--- src/rtl/indexed_list_engine_unit_macros.svh ---
// Assertion macros used by the indexed list engine datapath.
`ifndef INDEXED_LIST_ENGINE_UNIT_MACROS_SVH
`define INDEXED_LIST_ENGINE_UNIT_MACROS_SVH

// Same-cycle implication, sampled on clk, off while rst is high.
`define ILE_ASSERT_NOW(label, ante, cons, msg) \
  label: assert property (@(posedge clk) disable iff (rst) (ante) |-> (cons)) \
    else $error(msg);

// Next-cycle implication, sampled on clk, off while rst is high.
`define ILE_ASSERT_NEXT(label, ante, cons, msg) \
  label: assert property (@(posedge clk) disable iff (rst) (ante) |=> (cons)) \
    else $error(msg);

`endif

--- src/rtl/ile_pkg.sv ---
// Package with constants, types and command/status structs of the list engine.
`timescale 1ns / 1ps
`default_nettype none

package ile_pkg;

  localparam int CAPACITY  = 64;
  localparam int LINK_W    = $clog2(CAPACITY + 1);
  localparam int IDX_W     = $clog2(CAPACITY);
  localparam int OPCODE_W  = 2;
  localparam int POS_W     = 7;
  localparam int VALUE_W   = 32;
  localparam int STATUS_W  = 2;
  localparam int CMP_W     = (POS_W > LINK_W) ? POS_W : LINK_W;

  typedef logic [LINK_W-1:0] link_t;
  typedef logic [IDX_W-1:0]  idx_t;
  typedef logic [CMP_W-1:0]  cmp_t;

  localparam link_t NULL_LINK = link_t'(CAPACITY);
  localparam link_t FULL_LEN  = link_t'(CAPACITY);

  typedef enum logic [OPCODE_W-1:0] {
    OP_APPEND = 2'd0,
    OP_INSERT = 2'd1,
    OP_DELETE = 2'd2,
    OP_READ   = 2'd3
  } ile_op_t;

  typedef enum logic [STATUS_W-1:0] {
    ST_OK    = 2'd0,
    ST_RANGE = 2'd1,
    ST_EMPTY = 2'd2,
    ST_FULL  = 2'd3
  } ile_status_t;

  typedef enum logic [3:0] {
    S_IDLE,
    S_CHECK,
    S_TAKE,
    S_WALK0,
    S_WALKN,
    S_ILINK,
    S_IFIX,
    S_DNODE,
    S_DNEXT,
    S_DHEAD,
    S_DFREE,
    S_RVAL,
    S_FINISH
  } ile_state_t;

  // Link memory read address source.
  typedef enum logic [1:0] {
    RA_CUR  = 2'd0,
    RA_LINK = 2'd1,
    RA_FREE = 2'd2,
    RA_HEAD = 2'd3
  } ile_raddr_t;

  // Link memory write: which entry and which data.
  typedef enum logic [2:0] {
    LW_NONE,
    LW_NODE_HEAD,
    LW_NODE_FREE,
    LW_NODE_LINK,
    LW_CUR_NODE,
    LW_CUR_LINK
  } ile_lwr_t;

  // Working node register load source.
  typedef enum logic [1:0] {
    NL_NONE = 2'd0,
    NL_FREE = 2'd1,
    NL_HEAD = 2'd2,
    NL_LINK = 2'd3
  } ile_nload_t;

  typedef struct packed {
    logic        in_ready;
    ile_raddr_t  ra_sel;
    ile_lwr_t    lwr;
    ile_nload_t  node_ld;
    logic        value_we;
    logic        free_from_link;
    logic        free_from_node;
    logic        head_from_node;
    logic        head_from_link;
    logic        len_inc;
    logic        len_dec;
    logic        walk_init;
    logic        walk_minus1;
    logic        walk_step;
    logic        set_status;
    ile_status_t status_code;
    logic        rdval_load;
    logic        publish;
  } ile_cmd_t;

  typedef struct packed {
    logic    in_fire;
    ile_op_t opcode;
    logic    pos_zero;
    logic    pos_gt_len;
    logic    pos_ge_len;
    logic    len_zero;
    logic    free_null;
    logic    cnt_zero;
    logic    out_free;
  } ile_stat_t;

endpackage

`default_nettype wire

--- src/rtl/ile_req_if.sv ---
// Request channel interface: opcode, position and value with valid/ready.
`timescale 1ns / 1ps
`default_nettype none

interface ile_req_if;
  logic                               valid;
  logic                               ready;
  logic [ile_pkg::OPCODE_W-1:0]       opcode;
  logic [ile_pkg::POS_W-1:0]          position;
  logic signed [ile_pkg::VALUE_W-1:0] item_value;

  modport source (output valid, opcode, position, item_value, input ready);
  modport sink (input valid, opcode, position, item_value, output ready);
endinterface

`default_nettype wire

--- src/rtl/ile_rsp_if.sv ---
// Result channel interface: status and read value with valid/ready.
`timescale 1ns / 1ps
`default_nettype none

interface ile_rsp_if;
  logic                               valid;
  logic                               ready;
  logic [ile_pkg::STATUS_W-1:0]       status;
  logic signed [ile_pkg::VALUE_W-1:0] read_value;

  modport source (output valid, status, read_value, input ready);
  modport sink (input valid, status, read_value, output ready);
endinterface

`default_nettype wire

--- src/rtl/ile_ctrl.sv ---
// Sequencer of the list engine: decides each step of a request.
`timescale 1ns / 1ps
`default_nettype none

module ile_ctrl (
  input  wire logic              clk,
  input  wire logic              rst,
  input  wire ile_pkg::ile_stat_t stat,
  output      ile_pkg::ile_cmd_t  cmd
);

  ile_pkg::ile_state_t state;
  ile_pkg::ile_state_t state_next;

  always_ff @(posedge clk) begin
    if (rst) begin
      state <= ile_pkg::S_IDLE;
    end else begin
      state <= state_next;
    end
  end

  // Next state
  always_comb begin
    state_next = state;
    unique case (state)
      ile_pkg::S_IDLE: begin
        if (stat.in_fire) state_next = ile_pkg::S_CHECK;
      end
      ile_pkg::S_CHECK: begin
        unique case (stat.opcode)
          ile_pkg::OP_APPEND, ile_pkg::OP_INSERT: begin
            priority if (stat.pos_gt_len || stat.free_null) state_next = ile_pkg::S_FINISH;
            else state_next = ile_pkg::S_TAKE;
          end
          ile_pkg::OP_DELETE: begin
            priority if (stat.len_zero || stat.pos_ge_len) state_next = ile_pkg::S_FINISH;
            else if (stat.pos_zero) state_next = ile_pkg::S_DHEAD;
            else state_next = ile_pkg::S_WALK0;
          end
          ile_pkg::OP_READ: begin
            priority if (stat.pos_ge_len) state_next = ile_pkg::S_FINISH;
            else state_next = ile_pkg::S_WALK0;
          end
        endcase
      end
      ile_pkg::S_TAKE: begin
        if (stat.pos_zero) state_next = ile_pkg::S_FINISH;
        else state_next = ile_pkg::S_WALK0;
      end
      ile_pkg::S_WALK0, ile_pkg::S_WALKN: begin
        if (stat.cnt_zero) begin
          unique case (stat.opcode)
            ile_pkg::OP_READ:   state_next = ile_pkg::S_RVAL;
            ile_pkg::OP_DELETE: state_next = ile_pkg::S_DNODE;
            ile_pkg::OP_APPEND, ile_pkg::OP_INSERT: state_next = ile_pkg::S_ILINK;
          endcase
        end else begin
          state_next = ile_pkg::S_WALKN;
        end
      end
      ile_pkg::S_ILINK:  state_next = ile_pkg::S_IFIX;
      ile_pkg::S_IFIX:   state_next = ile_pkg::S_FINISH;
      ile_pkg::S_DNODE:  state_next = ile_pkg::S_DNEXT;
      ile_pkg::S_DNEXT:  state_next = ile_pkg::S_DFREE;
      ile_pkg::S_DHEAD:  state_next = ile_pkg::S_DFREE;
      ile_pkg::S_DFREE:  state_next = ile_pkg::S_FINISH;
      ile_pkg::S_RVAL:   state_next = ile_pkg::S_FINISH;
      ile_pkg::S_FINISH: begin
        if (stat.out_free) state_next = ile_pkg::S_IDLE;
      end
      default: state_next = ile_pkg::S_IDLE;
    endcase
  end

  // Commands
  always_comb begin
    cmd = '0;
    unique case (state)
      ile_pkg::S_IDLE: cmd.in_ready = 1'b1;
      ile_pkg::S_CHECK: begin
        unique case (stat.opcode)
          ile_pkg::OP_APPEND, ile_pkg::OP_INSERT: begin
            priority if (stat.pos_gt_len) begin
              cmd.set_status  = 1'b1;
              cmd.status_code = ile_pkg::ST_RANGE;
            end else if (stat.free_null) begin
              cmd.set_status  = 1'b1;
              cmd.status_code = ile_pkg::ST_FULL;
            end else begin
              cmd.node_ld  = ile_pkg::NL_FREE;
              cmd.value_we = 1'b1;
              cmd.ra_sel   = ile_pkg::RA_FREE;
            end
          end
          ile_pkg::OP_DELETE: begin
            priority if (stat.len_zero) begin
              cmd.set_status  = 1'b1;
              cmd.status_code = ile_pkg::ST_EMPTY;
            end else if (stat.pos_ge_len) begin
              cmd.set_status  = 1'b1;
              cmd.status_code = ile_pkg::ST_RANGE;
            end else if (stat.pos_zero) begin
              cmd.node_ld = ile_pkg::NL_HEAD;
              cmd.ra_sel  = ile_pkg::RA_HEAD;
            end else begin
              cmd.walk_init   = 1'b1;
              cmd.walk_minus1 = 1'b1;
            end
          end
          ile_pkg::OP_READ: begin
            priority if (stat.pos_ge_len) begin
              cmd.set_status  = 1'b1;
              cmd.status_code = ile_pkg::ST_RANGE;
            end else begin
              cmd.walk_init = 1'b1;
            end
          end
        endcase
      end
      ile_pkg::S_TAKE: begin
        cmd.free_from_link = 1'b1;
        if (stat.pos_zero) begin
          cmd.lwr            = ile_pkg::LW_NODE_HEAD;
          cmd.head_from_node = 1'b1;
          cmd.len_inc        = 1'b1;
          cmd.set_status     = 1'b1;
          cmd.status_code    = ile_pkg::ST_OK;
        end else begin
          cmd.walk_init   = 1'b1;
          cmd.walk_minus1 = 1'b1;
        end
      end
      ile_pkg::S_WALK0: begin
        cmd.ra_sel    = ile_pkg::RA_CUR;
        cmd.walk_step = 1'b1;
      end
      ile_pkg::S_WALKN: begin
        cmd.ra_sel    = ile_pkg::RA_LINK;
        cmd.walk_step = 1'b1;
      end
      ile_pkg::S_ILINK: cmd.lwr = ile_pkg::LW_NODE_LINK;
      ile_pkg::S_IFIX: begin
        cmd.lwr         = ile_pkg::LW_CUR_NODE;
        cmd.len_inc     = 1'b1;
        cmd.set_status  = 1'b1;
        cmd.status_code = ile_pkg::ST_OK;
      end
      ile_pkg::S_DNODE: begin
        cmd.node_ld = ile_pkg::NL_LINK;
        cmd.ra_sel  = ile_pkg::RA_LINK;
      end
      ile_pkg::S_DNEXT: cmd.lwr = ile_pkg::LW_CUR_LINK;
      ile_pkg::S_DHEAD: cmd.head_from_link = 1'b1;
      ile_pkg::S_DFREE: begin
        cmd.lwr            = ile_pkg::LW_NODE_FREE;
        cmd.free_from_node = 1'b1;
        cmd.len_dec        = 1'b1;
        cmd.set_status     = 1'b1;
        cmd.status_code    = ile_pkg::ST_OK;
      end
      ile_pkg::S_RVAL: begin
        cmd.rdval_load  = 1'b1;
        cmd.set_status  = 1'b1;
        cmd.status_code = ile_pkg::ST_OK;
      end
      ile_pkg::S_FINISH: cmd.publish = stat.out_free;
      default: cmd = '0;
    endcase
  end

endmodule

`default_nettype wire

--- src/rtl/ile_dpath.sv ---
// Datapath of the list engine: node stores, pointers, walk counter, result register.
`timescale 1ns / 1ps
`default_nettype none
`include "indexed_list_engine_unit_macros.svh"

module ile_dpath (
  input  wire logic              clk,
  input  wire logic              rst,
  ile_req_if.sink                req,
  ile_rsp_if.source              rsp,
  input  wire ile_pkg::ile_cmd_t  cmd,
  output      ile_pkg::ile_stat_t stat
);

  // Node stores
  ile_pkg::link_t                 link_mem [ile_pkg::CAPACITY];
  logic [ile_pkg::CAPACITY-1:0]   link_valid;
  logic [ile_pkg::VALUE_W-1:0]    value_mem [ile_pkg::CAPACITY];

  ile_pkg::link_t              link_mem_q;
  logic                        link_vld_q;
  ile_pkg::idx_t               link_addr_q;
  logic [ile_pkg::VALUE_W-1:0] value_q;
  ile_pkg::link_t              link_rdata;

  // Pointers and request registers
  ile_pkg::link_t              head;
  ile_pkg::link_t              free;
  ile_pkg::link_t              len;
  ile_pkg::link_t              node;
  ile_pkg::link_t              cur;
  ile_pkg::cmp_t               cnt;
  ile_pkg::ile_op_t            op_q;
  ile_pkg::cmp_t               pos_q;
  logic [ile_pkg::VALUE_W-1:0] val_q;
  ile_pkg::ile_status_t        status_q;
  logic [ile_pkg::VALUE_W-1:0] rdval_q;

  // Result register
  logic                        out_valid;
  ile_pkg::ile_status_t        rsp_status_q;
  logic [ile_pkg::VALUE_W-1:0] rsp_value_q;

  ile_pkg::link_t ra_addr;
  ile_pkg::idx_t  rd_idx;
  logic           lw_en;
  ile_pkg::link_t lw_addr;
  ile_pkg::link_t lw_data;
  logic           in_fire;

  assign in_fire = req.valid && req.ready;
  assign req.ready = cmd.in_ready;

  // A link never written reads as its reset value: the next node index.
  assign link_rdata = link_vld_q ? link_mem_q
                                 : ile_pkg::link_t'(link_addr_q) + ile_pkg::link_t'(1);

  always_comb begin
    unique case (cmd.ra_sel)
      ile_pkg::RA_CUR:  ra_addr = cur;
      ile_pkg::RA_LINK: ra_addr = link_rdata;
      ile_pkg::RA_FREE: ra_addr = free;
      ile_pkg::RA_HEAD: ra_addr = head;
    endcase
  end

  assign rd_idx = ra_addr[ile_pkg::IDX_W-1:0];

  always_comb begin
    lw_en   = 1'b1;
    lw_addr = node;
    lw_data = head;
    unique case (cmd.lwr)
      ile_pkg::LW_NONE:      lw_en = 1'b0;
      ile_pkg::LW_NODE_HEAD: lw_data = head;
      ile_pkg::LW_NODE_FREE: lw_data = free;
      ile_pkg::LW_NODE_LINK: lw_data = link_rdata;
      ile_pkg::LW_CUR_NODE: begin
        lw_addr = cur;
        lw_data = node;
      end
      ile_pkg::LW_CUR_LINK: begin
        lw_addr = cur;
        lw_data = link_rdata;
      end
      default: lw_en = 1'b0;
    endcase
  end

  always_ff @(posedge clk) begin
    if (lw_en) link_mem[lw_addr[ile_pkg::IDX_W-1:0]] <= lw_data;
    link_mem_q  <= link_mem[rd_idx];
    link_vld_q  <= link_valid[rd_idx];
    link_addr_q <= rd_idx;
  end

  always_ff @(posedge clk) begin
    if (cmd.value_we) value_mem[free[ile_pkg::IDX_W-1:0]] <= val_q;
    value_q <= value_mem[rd_idx];
  end

  always_ff @(posedge clk) begin
    if (rst) begin
      link_valid <= '0;
    end else if (lw_en) begin
      link_valid[lw_addr[ile_pkg::IDX_W-1:0]] <= 1'b1;
    end
  end

  always_ff @(posedge clk) begin
    if (rst) begin
      head      <= ile_pkg::NULL_LINK;
      free      <= '0;
      len       <= '0;
      out_valid <= 1'b0;
    end else begin
      priority if (cmd.head_from_node) head <= node;
      else if (cmd.head_from_link) head <= link_rdata;
      priority if (cmd.free_from_link) free <= link_rdata;
      else if (cmd.free_from_node) free <= node;
      priority if (cmd.len_inc) len <= len + ile_pkg::link_t'(1);
      else if (cmd.len_dec) len <= len - ile_pkg::link_t'(1);
      priority if (cmd.publish) out_valid <= 1'b1;
      else if (rsp.ready) out_valid <= 1'b0;
    end
  end

  always_ff @(posedge clk) begin
    if (in_fire) begin
      op_q  <= ile_pkg::ile_op_t'(req.opcode);
      pos_q <= (ile_pkg::ile_op_t'(req.opcode) == ile_pkg::OP_APPEND)
               ? ile_pkg::cmp_t'(len) : ile_pkg::cmp_t'(req.position);
      val_q <= req.item_value;
    end
    unique case (cmd.node_ld)
      ile_pkg::NL_NONE: node <= node;
      ile_pkg::NL_FREE: node <= free;
      ile_pkg::NL_HEAD: node <= head;
      ile_pkg::NL_LINK: node <= link_rdata;
    endcase
    priority if (cmd.walk_init) begin
      cur <= head;
      cnt <= cmd.walk_minus1 ? pos_q - ile_pkg::cmp_t'(1) : pos_q;
    end else if (cmd.walk_step) begin
      cur <= ra_addr;
      if (cnt != '0) cnt <= cnt - ile_pkg::cmp_t'(1);
    end
    if (cmd.set_status) status_q <= cmd.status_code;
    priority if (in_fire) rdval_q <= '0;
    else if (cmd.rdval_load) rdval_q <= value_q;
    if (cmd.publish) begin
      rsp_status_q <= status_q;
      rsp_value_q  <= rdval_q;
    end
  end

  assign rsp.valid      = out_valid;
  assign rsp.status     = rsp_status_q;
  assign rsp.read_value = rsp_value_q;

  always_comb begin
    stat            = '0;
    stat.in_fire    = in_fire;
    stat.opcode     = op_q;
    stat.pos_zero   = (pos_q == '0);
    stat.pos_gt_len = (pos_q > ile_pkg::cmp_t'(len));
    stat.pos_ge_len = (pos_q >= ile_pkg::cmp_t'(len));
    stat.len_zero   = (len == '0);
    stat.free_null  = (free == ile_pkg::NULL_LINK);
    stat.cnt_zero   = (cnt == '0);
    stat.out_free   = !out_valid || rsp.ready;
  end

  `ILE_ASSERT_NOW(a_full_matches_len, req.ready, ((free == ile_pkg::NULL_LINK) == (len == ile_pkg::FULL_LEN)), "free list and length disagree")
  `ILE_ASSERT_NOW(a_empty_matches_len, req.ready, ((head == ile_pkg::NULL_LINK) == (len == '0)), "head pointer and length disagree")
  `ILE_ASSERT_NOW(a_no_null_write, lw_en, (lw_addr != ile_pkg::NULL_LINK), "link write to null node")
  `ILE_ASSERT_NEXT(a_one_at_a_time, in_fire, !req.ready, "new item taken while one is in work")

endmodule

`default_nettype wire

--- src/rtl/indexed_list_engine_unit.sv ---
// Top level of the indexed list engine: sequencer plus datapath.
`timescale 1ns / 1ps
`default_nettype none

// Ordered list of signed 32-bit values held in a 64-node store chained by
// next links, with unused nodes on a free list. Each request item appends,
// inserts at a position, deletes at a position or reads at a position, and
// gives exactly one result item with a status (ok, out of range, empty,
// full) and the value read (zero unless a read succeeds). One request is in
// work at a time. A position is found by walking links from the head, one
// link-memory read per cycle, so the walk sets the time; a rejected request
// skips the walk, as do an insert and a delete at position 0 (an append
// uses the length as its position). The finished result waits for the
// output register to free up, and the block then goes back to idle. The
// result sits in an output register, so the next request is taken while
// an earlier result still waits to be read. Reset clears a valid bit per
// node in the link store, so unwritten links read as their free-list
// reset value.
module indexed_list_engine_unit (
  input  wire logic clk,
  input  wire logic rst,
  ile_req_if.sink   req,
  ile_rsp_if.source rsp
);

  ile_pkg::ile_cmd_t  cmd;
  ile_pkg::ile_stat_t stat;

  // Sequencer: walks each request through check, walk and write-back.
  ile_ctrl u_ctrl (
    .clk  (clk),
    .rst  (rst),
    .stat (stat),
    .cmd  (cmd)
  );

  // Datapath: node stores, pointers and the result register.
  ile_dpath u_dpath (
    .clk  (clk),
    .rst  (rst),
    .req  (req),
    .rsp  (rsp),
    .cmd  (cmd),
    .stat (stat)
  );

endmodule

`default_nettype wire

--- src/flat_wrapper.sv ---
// flat-port wrapper written by rule: the top's interface ports become plain ports
module indexed_list_engine_unit_flat 
  (clk, rst, req_valid, req_opcode, req_position, req_item_value, req_ready, rsp_valid, rsp_status, rsp_read_value, rsp_ready);
  ile_req_if req_i ();
  ile_rsp_if rsp_i ();
  input  wire logic clk;
  input  wire logic rst;
  input wire logic [$bits(req_i.valid)-1:0] req_valid;
  input wire logic [$bits(req_i.opcode)-1:0] req_opcode;
  input wire logic [$bits(req_i.position)-1:0] req_position;
  input wire logic [$bits(req_i.item_value)-1:0] req_item_value;
  output wire logic [$bits(req_i.ready)-1:0] req_ready;
  output wire logic [$bits(rsp_i.valid)-1:0] rsp_valid;
  output wire logic [$bits(rsp_i.status)-1:0] rsp_status;
  output wire logic [$bits(rsp_i.read_value)-1:0] rsp_read_value;
  input wire logic [$bits(rsp_i.ready)-1:0] rsp_ready;
  assign req_i.valid = req_valid;
  assign req_i.opcode = req_opcode;
  assign req_i.position = req_position;
  assign req_i.item_value = req_item_value;
  assign req_ready = req_i.ready;
  assign rsp_valid = rsp_i.valid;
  assign rsp_status = rsp_i.status;
  assign rsp_read_value = rsp_i.read_value;
  assign rsp_i.ready = rsp_ready;
  indexed_list_engine_unit u_core (.clk(clk), .rst(rst), .req(req_i), .rsp(rsp_i));
endmodule
--- config.mk ---
export PLATFORM = sky130hd
export DESIGN_NAME = indexed_list_engine_unit_flat
export DESIGN_NICKNAME = d
export VERILOG_FILES = /design/src/rtl/ile_pkg.sv /design/src/rtl/ile_req_if.sv /design/src/rtl/ile_rsp_if.sv /design/src/rtl/ile_ctrl.sv /design/src/rtl/ile_dpath.sv /design/src/rtl/indexed_list_engine_unit.sv /design/src/flat_wrapper.sv
export VERILOG_INCLUDE_DIRS = /design/src /design/src/rtl
export SDC_FILE = /design/constraint.sdc
export NUM_CORES = 2
export LEC_CHECK = 0
export BUFFER_PORTS_ARGS = -buffer_cell sky130_fd_sc_hd__buf_4
export CORE_ASPECT_RATIO = 0.6
export CORE_MARGIN = 5
export CORE_UTILIZATION = 57
export DETAILED_ROUTE_END_ITERATION = 7
export PLACE_DENSITY = 0.76
export RECOVER_POWER = 50
export SLEW_MARGIN = 30
export SYNTH_ARGS = -nofsm -noshare
export SYNTH_HDL_FRONTEND = slang
export SYNTH_HIERARCHICAL = 1
export SYNTH_SLANG_ARGS = --single-unit
--- constraint.sdc ---
create_clock -name clk -period 6.2 [get_ports clk]
set_input_delay 0 -clock clk [delete_from_list [all_inputs] [get_ports clk]]
set_output_delay 0 -clock clk [all_outputs]
set_load 0.03 [all_outputs]
==> summary.md <==
| Metric | Value |
|---|---|
| R2R setup slack | `0.18 ns` |
| CTS Buf Count | `235` |
| Startpoint Class | `flop` |
| Mapped cell area | `109,000 sq um` |
| CTS tree | `built` |
| Clock Skew | `0.0900 ns` |
| Full die area | `201,000 sq um` |
| Ranking of synthesized cells by area | `edfxtp_1 71%, nand2_1 6.4%, dfxtp_1 3.1%` |
| Hold wc startpoint | `req_position[1]` |
| Largest net degree at the start of global routing | `115` |
| Hold Path Class | `in2reg` |
| Post-synth top area cell | `edfxtp_1` |
| # DRC | `10` |
| Port Buffers | `80` |
| WL per Instance | `31.3 um` |
| Slowest stage delay, CP | `0.91 ns` |
| Psw | `23.9 mW` |
| Iter 0 DRT Violations | `13,600` |
| Predominant post-synthesis flop cell | `edfxtp_1` |
| Core footprint | `191,000 sq um` |
| Cell mode on critical path | `o21ai_0` |
| Peak VDD IR | `0.416 mV` |
| Leakage Power | `41.2 nW` |
| Row Count | `124` |
| Design Area, Final | `123,000 sq um` |
| Flop pwr share | `37.3%` |
| Final nets | `8,070` |
| Via-to-Cell Ratio | `6.76` |
| Yosys cell types | `86` |
| EDFF count, synth | `2,593` |
| Sw Ratio | `39.3%` |
| Post-route ant nets | `0` |
| Worst EP arrival | `6.87 ns` |
| First-pass GRT wire length | `477,000 um` |
| Post-synthesis register bit count | `2,761` |
| Commonest non-fill, non-tap cell in the layout | `edfxtp_1` |
| Synth Area in XOR/XNOR | `0.160%` |
| Post-synthesis compound-gate area fraction | `5.35%` |
| Final setup viols | `0` |
| Final Cycle Share | `97.2%` |
| Slowest-stage cell, CP | `mux4_4` |
| Main combinational cell family by area after synthesis | `simple AND/OR/NAND/NOR gates` |
| Adder-Cell Fraction of Synth Area | `0.213%` |
| Clock Sinks | `2,761` |
| Critical path type | `reg2reg` |
| Clk slew on worst S/H paths | `0.07 ns` |
| Worst reg2reg path startpoint | `u_core/u_dpath/len[1]$_SDFFE_PP0P_` |
| Sequential-to-total area share from yosys stat | `74.4%` |
| Slew headroom | `-154%` |
| Simple-Gate Fraction of Synth Area | `12.7%` |
| Synth Net Count | `7,812` |
| Total Routed Length | `336,000 um` |
| Area Overhead vs Synth | `12.5%` |
| RSZ-0062 raised after global routing | `no` |
| Worst Setup End Kind | `flop` |
| GRT Util Overall | `32.7%` |
| Crit path cell chain | `inv_1 -> ha_1 -> a21o_1 -> a21oi_1 -> o21ai_0 -> nor2_1 -> o21ai_0 -> nor2b_1 -> nand4_1 -> a21o_1 -> a21oi_1 -> mux4_4 -> clkinv_16 -> buf_12 -> nand2_1 -> and3_1 -> a311oi_1 -> a31oi_1 -> o21ai_0 -> a211o_1` |
| WHS Path Cells | `3` |
| Final Critical Period | `6.02 ns` |
| Fraction of layout cells with a size suffix above 1 | `11.4%` |
| Syn. warnings | `6` |
| Initial Util | `57.3%` |
| Die X | `575 um` |
| Synth top area share | `71.3%` |
| Buffer levels on the longest clock path | `4` |
| H-tree depth | `4` |
| Initial antenna violation count | `32` |
| Status | `finished, violations left` |
| Mapped Cells | `7,749` |
| Synth Area per Inst | `14.1 sq um` |
| Final Hold Fails | `0` |
| Reg-to-reg endpoint | `u_core/u_dpath/value_q[30]$_DFF_P_` |
| Post-synthesis mux area share | `4.91%` |
| Critical path peak fanout | `58` |
| Final TNS setup | `0 ns` |
| FMAX | `166 MHz` |
| Detailed-route via count | `72,700` |
| Async SR Flop Fraction | `0%` |
| Ports | `81` |
| GRT overflow | `0` |
| Maxcap violations | `48` |
| Power Density | `496 nW/um^2` |
| Failing checks | `DRC, capacitance limit, slew limit` |
| Final GP Congestion | `0.958` |
| Dpl hpwl | `202,000 um` |
| Worst Hold Endpoint | `u_core/u_dpath/pos_q[1]$_DFFE_PP_` |
| R2R depth | `20` |
| Max Slew Vio Count | `2,350` |
| Most frequent cells in the layout | `2,593 x edfxtp_1, 1,869 x nand2_1, 640 x nand3_1` |
| Tightest Pin Transition | `3.81 ns` |
| Required time of the critical path | `7.05 ns` |
| Logic gate share of total power | `39.1%` |
| Clock Latency Late Sink | `0.90 ns` |
| Fillers | `13,100` |
| Clock root cell | `clkbuf_16` |
| Number of global-route vias before repair | `67,400` |
| Chip Height | `349 um` |
| WHS | `0.0541 ns` |
| TritonRoute pass-1 iters | `8` |
| Clock share of power | `23.6%` |
| Placed Area | `115,000 sq um` |
| Int Power | `36.9 mW` |
-- area by class of cell --
type	count	area, sq um	area share [%]
well taps	2520	3150	2.57
inverters	32	169	0.138
diodes	27	67.6	0.0550
multi-input cells	4462	26000	21.2
clock inverters	101	861	0.701
flip-flops and latches	2761	81200	66.2
repair buffers	515	4830	3.93
clock buffers	330	6470	5.27
-- power by group through the flow --
| stage | logic (mW) | clock network, mW | registers [mW] |
|---|---|---|---|
| 2_1_floorplan | 12.9 | 0 | 23.0 |
| 3_3_place_gp | 22.0 | 0 | 22.9 |
| 3_5_place_dp | 22.5 | 0 | 22.9 |
| 4_1_cts | 22.8 | 14.4 | 22.5 |
| 5_1_grt | 24.6 | 15.3 | 22.7 |
| 6_report | 23.8 | 14.4 | 22.7 |
-- metrics by stage --
| step | std cells | util (%) | setup slack, ns | total power [mW] |
|---|---|---|---|---|
| after floorplan | 7749 | - | 0.108 | 35.9 |
| after global placement | 10200 | 60.3 | 0.102 | 44.9 |
| after detailed placement | 10200 | 60.3 | 0.139 | 45.4 |
| after CTS | 10700 | 64.6 | 0.130 | 59.7 |
| after global routing | 10700 | 64.4 | 0.0262 | 62.6 |
| final | 10700 | 64.5 | 0.176 | 60.9 |
-- state kept, by name, indices dropped and copies added (netlist names), 4 cells and up --
signal and cells:
u_core/u_dpath/node 7, u_core/u_dpath/rsp.read_value 32, u_core/u_dpath/rdval_q 32, u_core/u_dpath/link_mem 448, u_core/u_dpath/link_valid 64, u_core/u_dpath/pos_q 7, u_core/u_dpath/cnt 7, u_core/u_dpath/head 7
u_core/u_dpath/val_q 32, u_core/u_dpath/value_q 32, u_core/u_dpath/value_mem 2048, u_core/u_dpath/cur 6, u_core/u_dpath/link_mem_q 7, u_core/u_dpath/len 7, u_core/u_dpath/link_addr_q 6, u_core/u_ctrl/state 4
u_core/u_dpath/free 7
-- cell usage after synthesis (9+ instances only) --
| cell type | count |
|---|---|
| xor2_1 | 9 |
| a31oi_1 | 137 |
| ha_1 | 17 |
| mux4_2 | 115 |
| a311oi_1 | 118 |
| nand3_1 | 640 |
| a2111oi_0 | 12 |
| inv_1 | 27 |
| xnor2_1 | 11 |
| nand2_1 | 1869 |
| buf_4 | 49 |
| nor2_1 | 373 |
| buf_1 | 56 |
| or4_1 | 12 |
| buf_2 | 194 |
| a211oi_1 | 17 |
| dfxtp_1 | 168 |
| edfxtp_1 | 2593 |
| o21ba_2 | 14 |
| nand4_1 | 39 |
| and3_1 | 155 |
| nor4_1 | 24 |
| nor2b_1 | 11 |
| buf_6 | 10 |
| o21ai_0 | 77 |
| nand2b_1 | 21 |
| a22oi_1 | 51 |
| o22ai_1 | 20 |
| a21o_1 | 10 |
| a32oi_1 | 68 |
| a221oi_1 | 18 |
| mux2i_1 | 253 |
| a21oi_1 | 153 |
| o211ai_1 | 10 |
| nor3_1 | 19 |
| a32o_1 | 14 |
| mux2_2 | 21 |
| clkbuf_1 | 184 |
| nand3b_1 | 9 |
| and4_1 | 11 |
-- what timing repair did --
action	in CTS	in global routing
setup buffers	0	0
resized for setup	0	6
endpoints found under the hold margin	102	0
hold buffers	84	0
endpoints found under the setup margin	0	5
-- worst max-delay path: cells and delay by family (launching register included) --
family / cells / cell delay (ns)
buf+inv: 3 / 0.66
compound gates: 10 / 2.75
mux: 1 / 0.91
simple gates: 5 / 0.78
fa+ha+maj: 1 / 0.32
flops: 1 / 0.47
-- cell families (layout without fill, tap and decap cells) --
family,count (synthesis),in the layout
AO/OA/AOI/OAI,812,812
XOR/XNOR,20,20
adder cells (fa/ha/maj),18,18
buffers and inverters,526,978
flip-flops,2761,2761
multiplexers,389,389
other,0,27
AND/OR/NAND/NOR,3223,3223
-- per-layer routing --
layer,vias up,GRT usage (%),wire (um)
met5,-,0,87
met4,14,9.78,12400
met3,865,14.6,66100
met2,6531,44.1,136000
met1,35700,48.0,122000
li1,29600,-,-
-- worst max path at each step --
stage                                            start                                       to  slack [ns]
floorplan            u_core/u_dpath/pos_q[4]$_DFFE_PP_  u_core/u_dpath/link_mem[0][0]$_DFFE_PP_        0.11
global placement    u_core/u_dpath/len[4]$_SDFFE_PP0P_        u_core/u_dpath/value_q[0]$_DFF_P_        0.10
detailed placement  u_core/u_dpath/len[4]$_SDFFE_PP0P_        u_core/u_dpath/value_q[0]$_DFF_P_        0.14
CTS                 u_core/u_dpath/len[4]$_SDFFE_PP0P_        u_core/u_dpath/value_q[0]$_DFF_P_        0.13
global route        u_core/u_dpath/len[1]$_SDFFE_PP0P_       u_core/u_dpath/value_q[19]$_DFF_P_        0.03
finish              u_core/u_dpath/len[1]$_SDFFE_PP0P_       u_core/u_dpath/value_q[30]$_DFF_P_        0.18
No activity file was read; power rests on OpenSTA's default activity.
